==> config.mk <==
export PLATFORM = sky130hd
export DESIGN_NAME = flywheel_pusher_fire_control
export DESIGN_NICKNAME = d
export VERILOG_FILES = /design/src/hw/rtl/fpfc_pkg.sv /design/src/hw/rtl/fpfc_step.sv /design/src/hw/rtl/flywheel_pusher_fire_control.sv
export SDC_FILE = /design/constraint.sdc
export NUM_CORES = 1
export LEC_CHECK = 0
export BUFFER_PORTS_ARGS = -buffer_cell sky130_fd_sc_hd__buf_2
export CORE_UTILIZATION = 35
export CTS_CLUSTER_SIZE = 20
export DETAILED_ROUTE_END_ITERATION = 12
export SKIP_CTS_REPAIR_TIMING = 1
export SYNTH_ARGS = -nofsm -noshare
export SYNTH_HDL_FRONTEND = slang
export SYNTH_SLANG_ARGS = --single-unit
==> constraint.sdc <==
create_clock -name clk -period 14.4 [get_ports clk]
set_clock_uncertainty 0.2 [all_clocks]
set_input_delay 1.44 -clock clk [delete_from_list [all_inputs] [get_ports clk]]
set_output_delay 1.44 -clock clk [all_outputs]
set_load 0.03 [all_outputs]
==> src/hw/rtl/fpfc_pkg.sv <==
`default_nettype none

package fpfc_pkg;

  localparam int unsigned CFG_IDX_W  = 3;
  localparam int unsigned CFG_DATA_W = 16;

  localparam logic [CFG_IDX_W-1:0] REG_SHOOT_MODE     = 3'd0;
  localparam logic [CFG_IDX_W-1:0] REG_TRIGGER_MODE   = 3'd1;
  localparam logic [CFG_IDX_W-1:0] REG_PUSHER_RATE    = 3'd2;
  localparam logic [CFG_IDX_W-1:0] REG_BURST_COUNT    = 3'd3;
  localparam logic [CFG_IDX_W-1:0] REG_FLYWHEEL_SPEED = 3'd4;
  localparam logic [CFG_IDX_W-1:0] REG_CACHE_DELAY    = 3'd5;

  localparam logic [7:0] FULL_AUTO_SHOTS  = 8'd3;
  localparam logic [7:0] CACHE_SHOTS_MAX  = 8'd255;
  localparam logic [7:0] BURST_COUNT_RST  = 8'd1;

  typedef enum logic [1:0] {
    SHOOT_NULL      = 2'd0,
    SHOOT_FULL_AUTO = 2'd1,
    SHOOT_SELECT    = 2'd2,
    SHOOT_CACHE     = 2'd3
  } fire_sel_t;

  typedef enum logic [1:0] {
    TRIG_NULL   = 2'd0,
    TRIG_COMMIT = 2'd1,
    TRIG_PRESS  = 2'd2,
    TRIG_SPARE  = 2'd3
  } trig_sel_t;

  typedef struct packed {
    fire_sel_t   fire_sel;
    trig_sel_t   trig_sel;
    logic [15:0] push_rate;
    logic [7:0]  burst_len;
    logic [15:0] wheel_target;
    logic [15:0] hold_ms;
  } fpfc_cfg_t;

  typedef struct packed {
    logic        trigger_level;
    logic        trigger_rose;
    logic        trigger_fell;
    logic        trigger_toggled;
    logic        wheel_at_speed;
    logic        pusher_busy;
    logic [31:0] now_ms;
  } fpfc_in_t;

  typedef struct packed {
    logic        push_cmd;
    logic [15:0] push_rate_out;
    logic [7:0]  push_shots;
    logic        halt_cmd;
    logic        speed_cmd;
    logic [15:0] speed_out;
  } fpfc_out_t;

  typedef struct packed {
    logic        fire_request;
    logic        request_changed;
    logic        pushing_started;
    logic        cycle_done;
    logic        collecting;
    logic [31:0] window_start;
    logic [7:0]  collected_shots;
  } fpfc_state_t;

endpackage

`default_nettype wire

==> src/hw/rtl/fpfc_step.sv <==
`default_nettype none

module fpfc_step
  import fpfc_pkg::*;
(
  input  wire fpfc_cfg_t   cfg,
  input  wire fpfc_state_t st,
  input  wire fpfc_in_t    item,
  output fpfc_state_t      st_nxt,
  output fpfc_out_t        res
);

  logic [31:0] elapsed;
  logic        expired;

  assign elapsed = item.now_ms - st.window_start;
  assign expired = elapsed > {16'd0, cfg.hold_ms};

  always_comb begin
    fpfc_state_t s;
    fpfc_out_t   r;
    s = st;
    r = '0;

    if (cfg.fire_sel != SHOOT_CACHE) begin
      s.collecting = 1'b0;
    end

    // trigger request tracking, shared by full auto and select fire
    if (cfg.fire_sel inside {SHOOT_FULL_AUTO, SHOOT_SELECT}) begin
      case (cfg.trig_sel)
        TRIG_COMMIT: begin
          s.fire_request    = item.trigger_level;
          s.request_changed = item.trigger_toggled;
        end
        TRIG_PRESS: begin
          if (item.trigger_rose) begin
            s.fire_request    = 1'b1;
            s.request_changed = 1'b1;
          end
        end
        default: begin
        end
      endcase
    end

    case (cfg.fire_sel)
      SHOOT_FULL_AUTO: begin
        if (item.trigger_rose) begin
          r.push_cmd      = 1'b1;
          r.push_rate_out = cfg.push_rate;
          r.push_shots    = FULL_AUTO_SHOTS;
        end
        r.halt_cmd = item.trigger_fell;
      end
      SHOOT_SELECT: begin
        if (s.fire_request) begin
          if (s.request_changed) begin
            s.request_changed = 1'b0;
            r.speed_cmd       = 1'b1;
            r.speed_out       = cfg.wheel_target;
          end else if (item.wheel_at_speed && !item.pusher_busy && !s.pushing_started) begin
            r.push_cmd        = 1'b1;
            r.push_rate_out   = cfg.push_rate;
            r.push_shots      = cfg.burst_len;
            s.pushing_started = 1'b1;
          end else if (!item.pusher_busy && s.pushing_started && !s.cycle_done) begin
            r.speed_cmd       = 1'b1;
            s.fire_request    = 1'b0;
            s.request_changed = 1'b1;
            s.cycle_done      = 1'b1;
          end
        end else if (s.request_changed) begin
          r.halt_cmd        = 1'b1;
          r.speed_cmd       = 1'b1;
          s.pushing_started = 1'b0;
          s.fire_request    = 1'b0;
          s.request_changed = 1'b0;
          s.cycle_done      = 1'b0;
        end
      end
      SHOOT_CACHE: begin
        if (s.collecting && expired) begin
          if (item.wheel_at_speed && !item.pusher_busy) begin
            if (!s.pushing_started) begin
              r.push_cmd        = 1'b1;
              r.push_rate_out   = cfg.push_rate;
              r.push_shots      = s.collected_shots;
              s.pushing_started = 1'b1;
            end else begin
              s.collecting      = 1'b0;
              s.pushing_started = 1'b0;
            end
          end
        end else if (item.trigger_rose) begin
          if (s.collecting) begin
            if (s.collected_shots != CACHE_SHOTS_MAX) begin
              s.collected_shots = s.collected_shots + 8'd1;
            end
          end else begin
            s.window_start    = item.now_ms;
            r.speed_cmd       = 1'b1;
            r.speed_out       = cfg.wheel_target;
            s.collected_shots = 8'd1;
            s.collecting      = 1'b1;
          end
        end
      end
      default: begin
      end
    endcase

    st_nxt = s;
    res    = r;
  end

endmodule

`default_nettype wire

==> src/hw/rtl/flywheel_pusher_fire_control.sv <==
`default_nettype none

// Fire-control sequencer for a flywheel-and-pusher launcher. Each input
// transaction is one control tick; it yields exactly one command transaction.
// A tick is taken in every cycle the command register is free or being
// drained, so throughput is one tick per clock, and its command appears in
// the output register in the cycle after acceptance. The clock-setting path
// is the 32-bit wrapping subtract and compare of the cache window. Unused
// indexes are ignored; the user must write configuration registers through
// cfg_we/cfg_index/cfg_wdata only while no tick is in flight (not enforced).

module flywheel_pusher_fire_control
  import fpfc_pkg::*;
(
  input  wire logic                  clk,
  input  wire logic                  rst_n,
  input  wire logic                  in_valid,
  output logic                       in_stall,
  input  wire fpfc_in_t              in_data,
  output logic                       out_valid,
  input  wire logic                  out_stall,
  output fpfc_out_t                  out_data,
  input  wire logic                  cfg_we,
  input  wire logic [CFG_IDX_W-1:0]  cfg_index,
  input  wire logic [CFG_DATA_W-1:0] cfg_wdata
);

  fpfc_cfg_t   cfg_r;
  fpfc_state_t state_r;
  fpfc_state_t state_nxt;
  fpfc_out_t   res_nxt;
  fpfc_out_t   out_data_r;
  logic        out_valid_r;
  logic        in_accept;

  assign in_stall  = out_valid_r && out_stall;
  assign in_accept = in_valid && !in_stall;
  assign out_valid = out_valid_r;
  assign out_data  = out_data_r;

  fpfc_step u_step (
    .cfg    (cfg_r),
    .st     (state_r),
    .item   (in_data),
    .st_nxt (state_nxt),
    .res    (res_nxt)
  );

  always_ff @(posedge clk) begin
    if (!rst_n) begin
      cfg_r.fire_sel     <= SHOOT_NULL;
      cfg_r.trig_sel     <= TRIG_NULL;
      cfg_r.push_rate    <= '0;
      cfg_r.burst_len    <= BURST_COUNT_RST;
      cfg_r.wheel_target <= '0;
      cfg_r.hold_ms      <= '0;
    end else if (cfg_we) begin
      case (cfg_index)
        REG_SHOOT_MODE:     cfg_r.fire_sel     <= fire_sel_t'(cfg_wdata[1:0]);
        REG_TRIGGER_MODE:   cfg_r.trig_sel     <= trig_sel_t'(cfg_wdata[1:0]);
        REG_PUSHER_RATE:    cfg_r.push_rate    <= cfg_wdata;
        REG_BURST_COUNT:    cfg_r.burst_len    <= cfg_wdata[7:0];
        REG_FLYWHEEL_SPEED: cfg_r.wheel_target <= cfg_wdata;
        REG_CACHE_DELAY:    cfg_r.hold_ms      <= cfg_wdata;
        default: begin
        end
      endcase
    end
  end

  always_ff @(posedge clk) begin
    if (!rst_n) begin
      state_r     <= '0;
      out_valid_r <= 1'b0;
    end else begin
      if (in_accept) begin
        state_r <= state_nxt;
      end
      if (in_accept) begin
        out_valid_r <= 1'b1;
      end else if (!out_stall) begin
        out_valid_r <= 1'b0;
      end
    end
  end

  // command payload
  always_ff @(posedge clk) begin
    if (in_accept) begin
      out_data_r <= res_nxt;
    end
  end

endmodule

`default_nettype wire

==> flow_summary.json, run 1 <==
{
  "outcome": "finished, final reports clean",
  "rsz0062_at_grt": "no",
  "syn-num-nets": 1155,
  "fmax_ghz": 0.1590,
  "drt_first_pass_iters": 7,
  "crit_buf_inv": 2,
  "clock_latency_ps": 440,
  "grt_pass1_vias": 6921,
  "drive_gt1_frac": 0.1366,
  "hpwl_mm": 15.38,
  "clock_sinks": 149,
  "num_vias": 7385,
  "path_depth": 23,
  "cts_tree": "built",
  "layout_common_cells": "243 x nand2_1, 152 x a21oi_1, 106 x dfxtp_1, 106 x buf_2, 72 x inv_1",
  "synth_seq_cells": 149,
  "synth_cells": 1035,
  "worst_pin_slew_ps": 1099,
  "power_switching_share": 0.2814,
  "power.share.combinational": 0.126,
  "seq_power_share": 0.451,
  "hold_path_end": "cfg_r[22]",
  "finalCritPeriodShare": 0.4369,
  "hold_path.startpoint": "cfg_r[22]",
  "clk_path_buf_depth": 2,
  "crit_path_cell_trace": "buf_2, inv_1, ha_1, fa_1, and2b_1, o2111ai_2, nand2_1, a21o_1, a21o_1, a21o_1, a21oi_1, xnor2_1, ha_1, nand4_1, nor3_1, mux2i_1, a21oi_1, nand4b_1, a211oi_1, nand4_1, nor3_1, a22o_1, nor3b_1",
  "relSlewSlack": 0.2649,
  "period_minus_slack_ps": 6291,
  "ant_nets": 0,
  "power_density_nw_per_um2": 102.0,
  "utilization": 0.4116,
  "dp_cells": 1414,
  "min_path_type": "register to register",
  "p_sw_mw": 0.2773,
  "p_leak_nw": 3.517,
  "die-area_um2": 24490,
  "drt_wl_total_mm": 21.29,
  "cap_violations": 0,
  "root_buffer": "clkbuf_16",
  "grt_pass1_wl_mm": 35.00,
  "synthArstFlopShare": 0,
  "drc": 0,
  "finalNonFillerCells": 1446,
  "drt_iter0_drc": 642,
  "finalPower_mw": 0.9854,
  "initial_core_util": 0.3559,
  "rows": 56,
  "fp.dieW_um": 156.5,
  "antenna_cells": 0,
  "clk_pin_slew_worst_paths_ps": 70,
  "synth.cell_area_um2": 8353,
  "syn_to_final_growth_pct": 15.67,
  "fp.coreArea_um2": 23470,
  "mostFrequentLayoutCell": "nand2_1",
  "globalplace.congestion": 0.9199,
  "r2r.worst_path.cells": 21,
  "post_drt_wl_per_cell_um": 14.72,
  "rrSetupSlack_ps": 8940,
  "hold_depth": 2,
  "die_h_um": 156.5,
  "r2r-start": "state_r[12]",
  "stdcell_area_um2": 9662,
  "h-tree-depth": 4,
  "seq_area_frac_synth": 0.4086,
  "reg2reg_to": "out_data[34]",
  "p_clk_frac": 0.424,
  "synth_top_flop_cell": "dfxtp_1",
  "fin_nets": 1234,
  "end_kind": "register",
  "tns_ps": 0,
  "max_stage_delay_ps": 660,
  "io_pins": 107,
  "via_per_inst": 5.107,
  "intPower_mw": 0.7082,
  "syn_avg_cell_area_um2": 8.071,
  "cp_max_fo": 17,
  "numCtsBuffers": 17,
  "cpMostUsedCell": "a21o_1",
  "cp.arrival_ps": 6230,
  "critical_path.top_delay_family": "compound AO/OA/AOI/OAI gates",
  "io_buffers": 106,
  "worstSetupPathType": "primary input to register",
  "yosysWarningCount": 0,
  "worst_path_max_delay_cell": "a22o_1",
  "setup_viol": 0,
  "grt_usage": 0.1808,
  "synth.distinct_cells": 62,
  "irDropWorstVdd_v": 0.00007813,
  "grt_start_max_net_pins": 96,
  "drv_slew": 0,
  "synth_edf_count": 43,
  "grt_antenna_before_repair": 0,
  "hold_violations": 0,
  "cp-start-kind": "primary input",
  "grt.overflow.total": 0,
  "cp.required_ps": 14340,
  "placed_area_um2": 9117
}
how the worst max path moves through the flow:
| stage | start | slack, ps | to |
|---|---|---|---|
| 2_1_floorplan | in_data[0] | 8510 | out_data[18] |
| 3_3_place_gp | in_data[0] | 7810 | out_data[27] |
| 3_5_place_dp | in_data[0] | 7650 | out_data[34] |
| 4_1_cts | in_data[0] | 8100 | out_data[34] |
| 5_1_grt | in_data[0] | 7520 | out_data[34] |
| 6_report | in_data[0] | 8110 | out_data[34] |
worst register-to-register path: stages, from the launching register on:
cell	delay, ps
dfxtp_1	330
inv_1	50
ha_1	360
a21o_1	210
a21oi_1	240
nand2_1	130
a21o_1	210
a21o_1	200
a21o_1	180
a21oi_1	170
xnor2_1	90
ha_1	320
nand4_1	140
nor3_1	250
mux2i_1	210
a21oi_1	60
nand4b_1	170
a211oi_1	170
nand4_1	130
nor3_1	570
a22o_1	670
nor3b_1	140
state kept, by name, summed over array words and instances (netlist names):
| register | cells |
|---|---|
| cfg_r | 60 |
| state_r | 45 |
| out_data | 43 |
| out_valid | 1 |
power groups by stage:
stage	registers, mW	logic [mW]	clock network [mW]
after detailed placement	0.454	0.123	0
after global placement	0.453	0.123	0
after floorplan	0.464	0.0725	0
after CTS	0.444	0.124	0.428
final	0.444	0.124	0.417
after global routing	0.445	0.138	0.448
synth_stat cells, drive strengths merged (3+ instances only):
cell type | number | area, um^2
edfxtp | 43 | 1291
nor2 | 38 | 142.6
dfxtp | 106 | 2122
nand3 | 13 | 65.06
xor2 | 11 | 96.34
and3 | 3 | 18.77
o21a | 9 | 67.56
or4 | 5 | 37.54
a211oi | 7 | 52.55
a31oi | 4 | 25.02
xnor2 | 11 | 96.34
a21o | 13 | 97.59
o41ai | 7 | 61.31
o2111ai | 4 | 47.55
a211o | 4 | 35.03
nor3 | 14 | 70.07
nor3b | 17 | 127.6
o211ai | 3 | 27.52
clkbuf | 45 | 170.2
o21bai | 3 | 22.52
and4 | 3 | 26.28
and2 | 19 | 118.9
o21ai | 32 | 160.2
nand2b | 9 | 56.30
ha | 57 | 713.2
or3 | 12 | 75.07
nand4 | 21 | 131.4
nor2b | 6 | 37.54
a21oi | 152 | 760.7
inv | 74 | 277.8
buf | 5 | 27.52
a22oi | 3 | 22.52
nand2 | 243 | 912.1
mux2i | 8 | 80.08
or2 | 4 | 25.02
final cells by class:
class	instances	area (um^2)
Timing Repair Buffer	110	560.5
Clock buffer	18	429.2
Tap cell	319	399.1
Sequential cell	149	3413
Fill cell	2390	13810
Clock inverter	14	115.1
Multi-Input combinational cell	762	4467
Inverter	74	277.8
cells by family (layout without fill, tap and decap cells):
kind of cell / after synthesis / count (layout) / share of synthesized area
AND/OR/NAND/NOR: 413 / 413 / 0.2268
AO/OA/AOI/OAI: 261 / 261 / 0.1872
flip-flops: 149 / 149 / 0.4086
buffers and inverters: 124 / 216 / 0.05692
adder cells (fa/ha/maj): 58 / 58 / 0.08778
XOR/XNOR: 22 / 22 / 0.02307
multiplexers: 8 / 8 / 0.009587
layer usage:
| metal | routed length, um | vias up | global-route usage |
|---|---|---|---|
| met2 | 9689 | 221 | 0.2936 |
| li1 | - | 3739 | - |
| met3 | 1057 | 19 | 0.03628 |
| met1 | 10370 | 3406 | 0.2432 |
| met4 | 167 | 0 | 0.04855 |
| met5 | 0 | - | 0 |
through the flow:
| step | hold slack, ps | setup WS, ps |
|---|---|---|
| 2_1_floorplan | 231.5 | 8513 |
| 3_3_place_gp | 237.0 | 7812 |
| 3_5_place_dp | 242.0 | 7650 |
| 4_1_cts | 252.2 | 8103 |
| 5_1_grt | 268.9 | 7516 |
| 6_report | 250.6 | 8109 |
Note: power is estimated with default switching activity, not from simulation.
==> run 2: changes to the inputs <==
--- a/config.mk
+++ b/config.mk
@@ -5,6 +5,7 @@
 export SDC_FILE = /design/constraint.sdc
 export NUM_CORES = 1
 export LEC_CHECK = 0
+export ABC_AREA = 1
 export BUFFER_PORTS_ARGS = -buffer_cell sky130_fd_sc_hd__buf_2
 export CORE_UTILIZATION = 35
 export CTS_CLUSTER_SIZE = 20
==> constraint.sdc (replaced) <==
create_clock -name clk -period 6.13 [get_ports clk]
set_clock_uncertainty 0.2 [all_clocks]
set_input_delay 0.613 -clock clk [delete_from_list [all_inputs] [get_ports clk]]
set_output_delay 0.613 -clock clk [all_outputs]
set_load 0.03 [all_outputs]
==> run 2 against run 1 <==
Critical path depth is 2 higher; clock power grew to 2.6 times the previous value; global-route usage is 0.31 points lower; non-clock buffer count is 1 lower; sequential share of layout area is 2.1 points lower; setup slack worse by 6200 ps; critical path type is now register to register; synthesized cell count is 23% higher; first-iteration DRC count is 20% lower; die area is 5.4% higher; flip-flop and latch count stayed put; combinational power grew to 2.8 times the previous value.
==> flow_summary.json, run 2 <==
{
  "post_drt_wl_per_cell_um": 13.07,
  "h-tree-depth": 4,
  "cap_violations": 0,
  "reg2reg_to": "out_data[32]",
  "top_register": "cfg_r",
  "via_per_inst": 4.659,
  "clock_latency_ps": 430,
  "p_leak_nw": 4.692,
  "clk_pin_slew_worst_paths_ps": 70,
  "largest_reg_flops": 60,
  "seq_area_frac_synth": 0.3875,
  "stdcell_area_um2": 10270,
  "grt_antenna_before_repair": 0,
  "tns_ps": 0,
  "num_vias": 7949,
  "dp_cells": 1674,
  "cts_tree": "built",
  "drc": 0,
  "synth.top_cell.area_share": 0.2409,
  "placed_area_um2": 9647,
  "cp.arrival_ps": 4140,
  "fp.dieW_um": 160.6,
  "clk_path_buf_depth": 2,
  "finalPower_mw": 2.457,
  "drt_wl_total_mm": 22.30,
  "rows": 57,
  "hold_depth": 2,
  "synth_top_flop_cell": "dfxtp_1",
  "drv_slew": 0,
  "synth.cell_area_um2": 8808,
  "synth.area.top_cells": "dfxtp_1 24%, edfxtp_1 15%, nand2_1 13%",
  "initial_core_util": 0.3590,
  "cp.required_ps": 6090,
  "grt_pass1_wl_mm": 36.37,
  "fin_nets": 1489,
  "grt_pass1_vias": 7165,
  "r2r-start": "state_r[20]",
  "period_minus_slack_ps": 4187,
  "synth.distinct_cells": 42,
  "irDropWorstVdd_v": 0.0001783,
  "worstSetupPathType": "register to register",
  "r2r.worst_path.cells": 25,
  "rrSetupSlack_ps": 1940,
  "yosysWarningCount": 0,
  "setup_viol": 0,
  "die_h_um": 160.6,
  "min_path_type": "register to register",
  "synth_seq_cells": 149,
  "synth_edf_count": 43,
  "end_kind": "register",
  "die-area_um2": 25810,
  "antenna_cells": 0,
  "syn_to_final_growth_pct": 16.61,
  "numCtsBuffers": 17,
  "finalNonFillerCells": 1706,
  "worst_pin_slew_ps": 942.5,
  "synthArstFlopShare": 0,
  "synth_commonest_cells": "308 x nand2_1, 241 x inv_1, 134 x a21oi_1",
  "grt_usage": 0.1777,
  "cp_max_fo": 17,
  "grt_start_max_net_pins": 98,
  "drt_first_pass_iters": 5,
  "synth_cells": 1272,
  "rsz0062_at_grt": "no",
  "clock_sinks": 149,
  "power_density_nw_per_um2": 239.2,
  "cp-start-kind": "register",
  "hpwl_mm": 17.06,
  "yosysTopAreaCell": "dfxtp_1",
  "io_buffers": 106,
  "drive_gt1_frac": 0.1259,
  "fmax_ghz": 0.2388,
  "relSlewSlack": 0.3716,
  "worst_hold_slack_ps": 253.4,
  "hold_path.startpoint": "cfg_r[24]",
  "synth.most_common_cell": "nand2_1",
  "drt_iter0_drc": 512,
  "root_buffer": "clkbuf_16",
  "globalplace.congestion": 0.9197,
  "layout_common_cells": "308 x nand2_1, 241 x inv_1, 133 x a21oi_1, 115 x nor2_1",
  "syn_avg_cell_area_um2": 6.925,
  "ant_nets": 0,
  "mostFrequentLayoutCell": "nand2_1",
  "io_pins": 107,
  "syn-num-nets": 1392,
  "outcome": "finished, final reports clean",
  "hold_violations": 0,
  "fp.coreArea_um2": 24530,
  "finalCritPeriodShare": 0.6831,
  "grt.overflow.total": 0,
  "hold_path_end": "cfg_r[24]"
}
## run 2: cell types whose count changed after synthesis, moves of 12 or more
cell and delta:
nand3_1 +34, clkbuf_1 -17, inv_1 +167, and2_1 -16, o21ai_0 +69, a21oi_1 -18, nor3b_1 -16, nand2_1 +65
nor2_2 +13, or3_1 -12, a21o_1 -12, nor2_1 +78
## run 2: area by class of cell
| class | count | area (um^2) |
|---|---|---|
| fill | 2629 | 14260 |
| multi-input combinational | 842 | 4337 |
| sequential | 149 | 3413 |
| inverter | 250 | 938.4 |
| timing repair buffer | 109 | 553.0 |
| clock buffer | 17 | 425.4 |
| tap | 324 | 405.4 |
| clock inverter | 15 | 198.9 |
## run 2: cell families after synthesis
family,after synthesis,synth area share
flops,149,0.3875
compound gates,246,0.1443
simple gates,518,0.2436
xor+xnor,20,0.01989
fa+ha+maj,58,0.08324
buf+inv,281,0.1214
## run 2: power by group
group	internal, mW	switching [mW]
sequential	1.04	0.00881
clock	0.559	0.509
combinational	0.112	0.229
## run 2: per-stage QoR
stage	util	setup WS (ps)
after floorplan	-	1802
after global placement	0.3932	1610
final	0.4187	1943
after CTS	0.4187	1964
after global routing	0.4187	1523
after detailed placement	0.3932	1532
## run 2: worst max path at each step
stage | start | end | slack (ps) | depth (start not counted)
global placement | in_data[0] | out_data[26] | 1610 | 25
global route | state_r[14] | out_data[32] | 1520 | 25
detailed placement | in_data[0] | out_data[32] | 1530 | 26
floorplan | out_stall | state_r[29] | 1800 | 9
CTS | state_r[14] | out_data[32] | 1960 | 25
finish | state_r[20] | out_data[32] | 1940 | 25
## run 2: worst max-delay path: stages (launching register included)
cell and delay, ps:
dfxtp_1 310, inv_1 50, ha_1 370, nand2_1 120, nor2_1 270, nand2_1 100, nand2_1 90, inv_1 40
nand2_1 90, xor2_1 80, ha_1 280, nand2_1 60, nor2_1 160, nand3_1 120, nor2_1 150, nand4_1 90
nand2_1 80, nand3_1 80, nor2_1 100, nand2_1 60, nor2_2 90, nand2_2 80, nand2_4 150, nor2_4 80
o21bai_4 500, nor2_1 100
## run 2: metal layers
layer	vias up	track usage	wire length, um
met4	0	0.05801	415
li1	4205	-	-
met5	-	0	0
met1	3533	0.2601	11530
met2	181	0.2651	9360
met3	30	0.02712	991
==> run 3: changes to the inputs <==
==> constraint.sdc (replaced) <==
create_clock -name clk -period 4.1 [get_ports clk]
set_clock_uncertainty 0.2 [all_clocks]
set_input_delay 0.41 -clock clk [delete_from_list [all_inputs] [get_ports clk]]
set_output_delay 0.41 -clock clk [all_outputs]
set_load 0.03 [all_outputs]
==> run 3 against run 2 <==
Sequential share of layout area is 0.093 points lower; design area is 0.28% higher; core utilization is 0.12 points higher; critical path depth stayed put; non-clock buffer count is 7 higher; fmax is 9.4% higher; clock power is 44% higher; first-iteration DRC count is 6.8% lower; largest power group is now sequential cells.
==> flow_summary.json, run 3 (synthesis gave the netlist of run 2 again) <==
{
  "seq_power_share": 0.433,
  "globalplace.congestion": 0.8832,
  "syn_to_final_growth_pct": 16.93,
  "post_drt_wl_per_cell_um": 12.90,
  "drv_slew": 0,
  "drt_first_pass_iters": 5,
  "grt.busiest_layer": "met2",
  "num_vias": 7977,
  "clk_path_buf_depth": 2,
  "grt_pass1_wl_mm": 35.63,
  "hpwl_mm": 16.89,
  "crit_start": "state_r[17]",
  "intPower_mw": 2.537,
  "p_leak_nw": 4.710,
  "drive_gt1_frac": 0.1317,
  "top_register": "cfg_r",
  "multi_input_area_um2": 4344,
  "end_kind": "register",
  "finalCritPeriodShare": 0.9333,
  "mostFrequentLayoutCell": "nand2_1",
  "drt_iter0_drc": 477,
  "cp_max_fo": 17,
  "numCtsBuffers": 17,
  "dp_slack_ps": 86.26,
  "cts_tree": "built",
  "period_minus_slack_ps": 3826,
  "initial_core_util": 0.3590,
  "cp-start-kind": "register",
  "die_h_um": 160.6,
  "grt_start_max_net_pins": 59,
  "setup_viol": 0,
  "worst_pin_slew_ps": 922.4,
  "clk_pin_slew_worst_paths_ps": 70,
  "grt_antenna_before_repair": 0,
  "use_met1": 0.2482,
  "die-area_um2": 25810,
  "power_switching_share": 0.2991,
  "fp.dieW_um": 160.6,
  "outcome": "finished, final reports clean",
  "placed_area_um2": 9708,
  "tns_ps": 0,
  "min_path_type": "primary input to register",
  "io_buffers": 106,
  "reg2reg_to": "out_data[29]",
  "largest_reg_flops": 60,
  "p_sw_mw": 1.083,
  "ant_nets": 0,
  "met2_usage": 0.2710,
  "fmax_ghz": 0.2613,
  "hold_violations": 0,
  "r2r-start": "state_r[17]",
  "relSlewSlack": 0.3851,
  "root_buffer": "clkbuf_16",
  "cp.required_ps": 4090,
  "rows": 57,
  "layout_common_cells": "308 x nand2_1, 241 x inv_1, 133 x a21oi_1, 113 x nor2_1",
  "hold_depth": 3,
  "grt.overflow.total": 0,
  "fillCellCount": 2606,
  "cp.arrival_ps": 3810,
  "power_density_nw_per_um2": 351.4,
  "fin_nets": 1496,
  "antenna_cells": 0,
  "utilization": 0.4198,
  "finalPower_mw": 3.620,
  "clock_sinks": 149,
  "critical_path.endpoint": "out_data[29]",
  "rsz0062_at_grt": "no",
  "p_clk_frac": 0.425,
  "clock_latency_ps": 430,
  "drc": 0,
  "grt_usage": 0.1740,
  "drt_wl_total_mm": 22.10,
  "power.share.combinational": 0.141,
  "grt_pass1_vias": 7114,
  "cap_violations": 0,
  "stdcell_area_um2": 10300,
  "fin_ws_ps": 273.6,
  "io_pins": 107,
  "met3_usage": 0.02738,
  "irDropWorstVdd_v": 0.0002462,
  "via_per_inst": 4.657,
  "worstSetupPathType": "register to register",
  "r2r.worst_path.cells": 25,
  "fp.coreArea_um2": 24530,
  "ff_latch_area_um2": 3413,
  "h-tree-depth": 4,
  "rrSetupSlack_ps": 270
}
[run 3: final cells by class]
cell class,instances,share of cell area
Sequential cell,149,0.3314
Tap cell,324,0.03936
Clock buffer,17,0.04130
Multi-Input combinational cell,842,0.4218
Timing Repair Buffer,116,0.06001
Clock inverter,15,0.01506
Inverter,250,0.09111
[run 3: how the worst min path moves through the flow]
stage               startpoint         to  slack (ps)
floorplan            cfg_r[33]  cfg_r[33]         220
global placement     cfg_r[26]  cfg_r[26]         240
detailed placement   cfg_r[44]  cfg_r[44]         250
CTS                  out_stall  out_valid          40
global route         out_stall  out_valid          60
finish               out_stall  out_valid          50
[run 3: worst max-delay path, cell delays in order, from the launching register on]
cell      delay (ps)
dfxtp_1          310
inv_1             50
ha_1             360
nand2_1          130
nor2_2           190
nand3_1          110
nand3_1          230
xor2_1           290
ha_1             290
nand2_1           80
nor2_1            50
nand3_1          130
inv_1             60
nand2_1           60
nand3_1           70
nand2_1           60
nand3_1           70
nor2_1           100
nand2_1           60
nor2_2            90
nand2_2           80
nand2_4           80
nor2_4            50
o21bai_4         140
buf_12           170
nor2_1            60
[run 3: per-layer routing]
| layer | vias up | share of wire | wire, um |
|---|---|---|---|
| met3 | 19 | 0.042 | 933 |
| met4 | 0 | 0.011 | 252 |
| met1 | 3563 | 0.52 | 11450 |
| li1 | 4218 | - | - |
| met2 | 177 | 0.43 | 9466 |
| met5 | - | 0 | 0 |
[run 3: stage by stage]
step	std cells	hold slack, ps
global placement	1681	239.8
floorplan	1272	224.5
finish	1713	49.07
global route	1713	56.14
detailed placement	1681	245.1
CTS	1713	36.63
[run 3: power groups by stage]
stage | clock network, mW | registers [mW] | logic, mW
CTS | 1.57 | 1.57 | 0.513
detailed placement | 0 | 1.60 | 0.510
finish | 1.54 | 1.57 | 0.512
floorplan | 0 | 1.64 | 0.308
global placement | 0 | 1.60 | 0.504
global route | 1.63 | 1.57 | 0.582
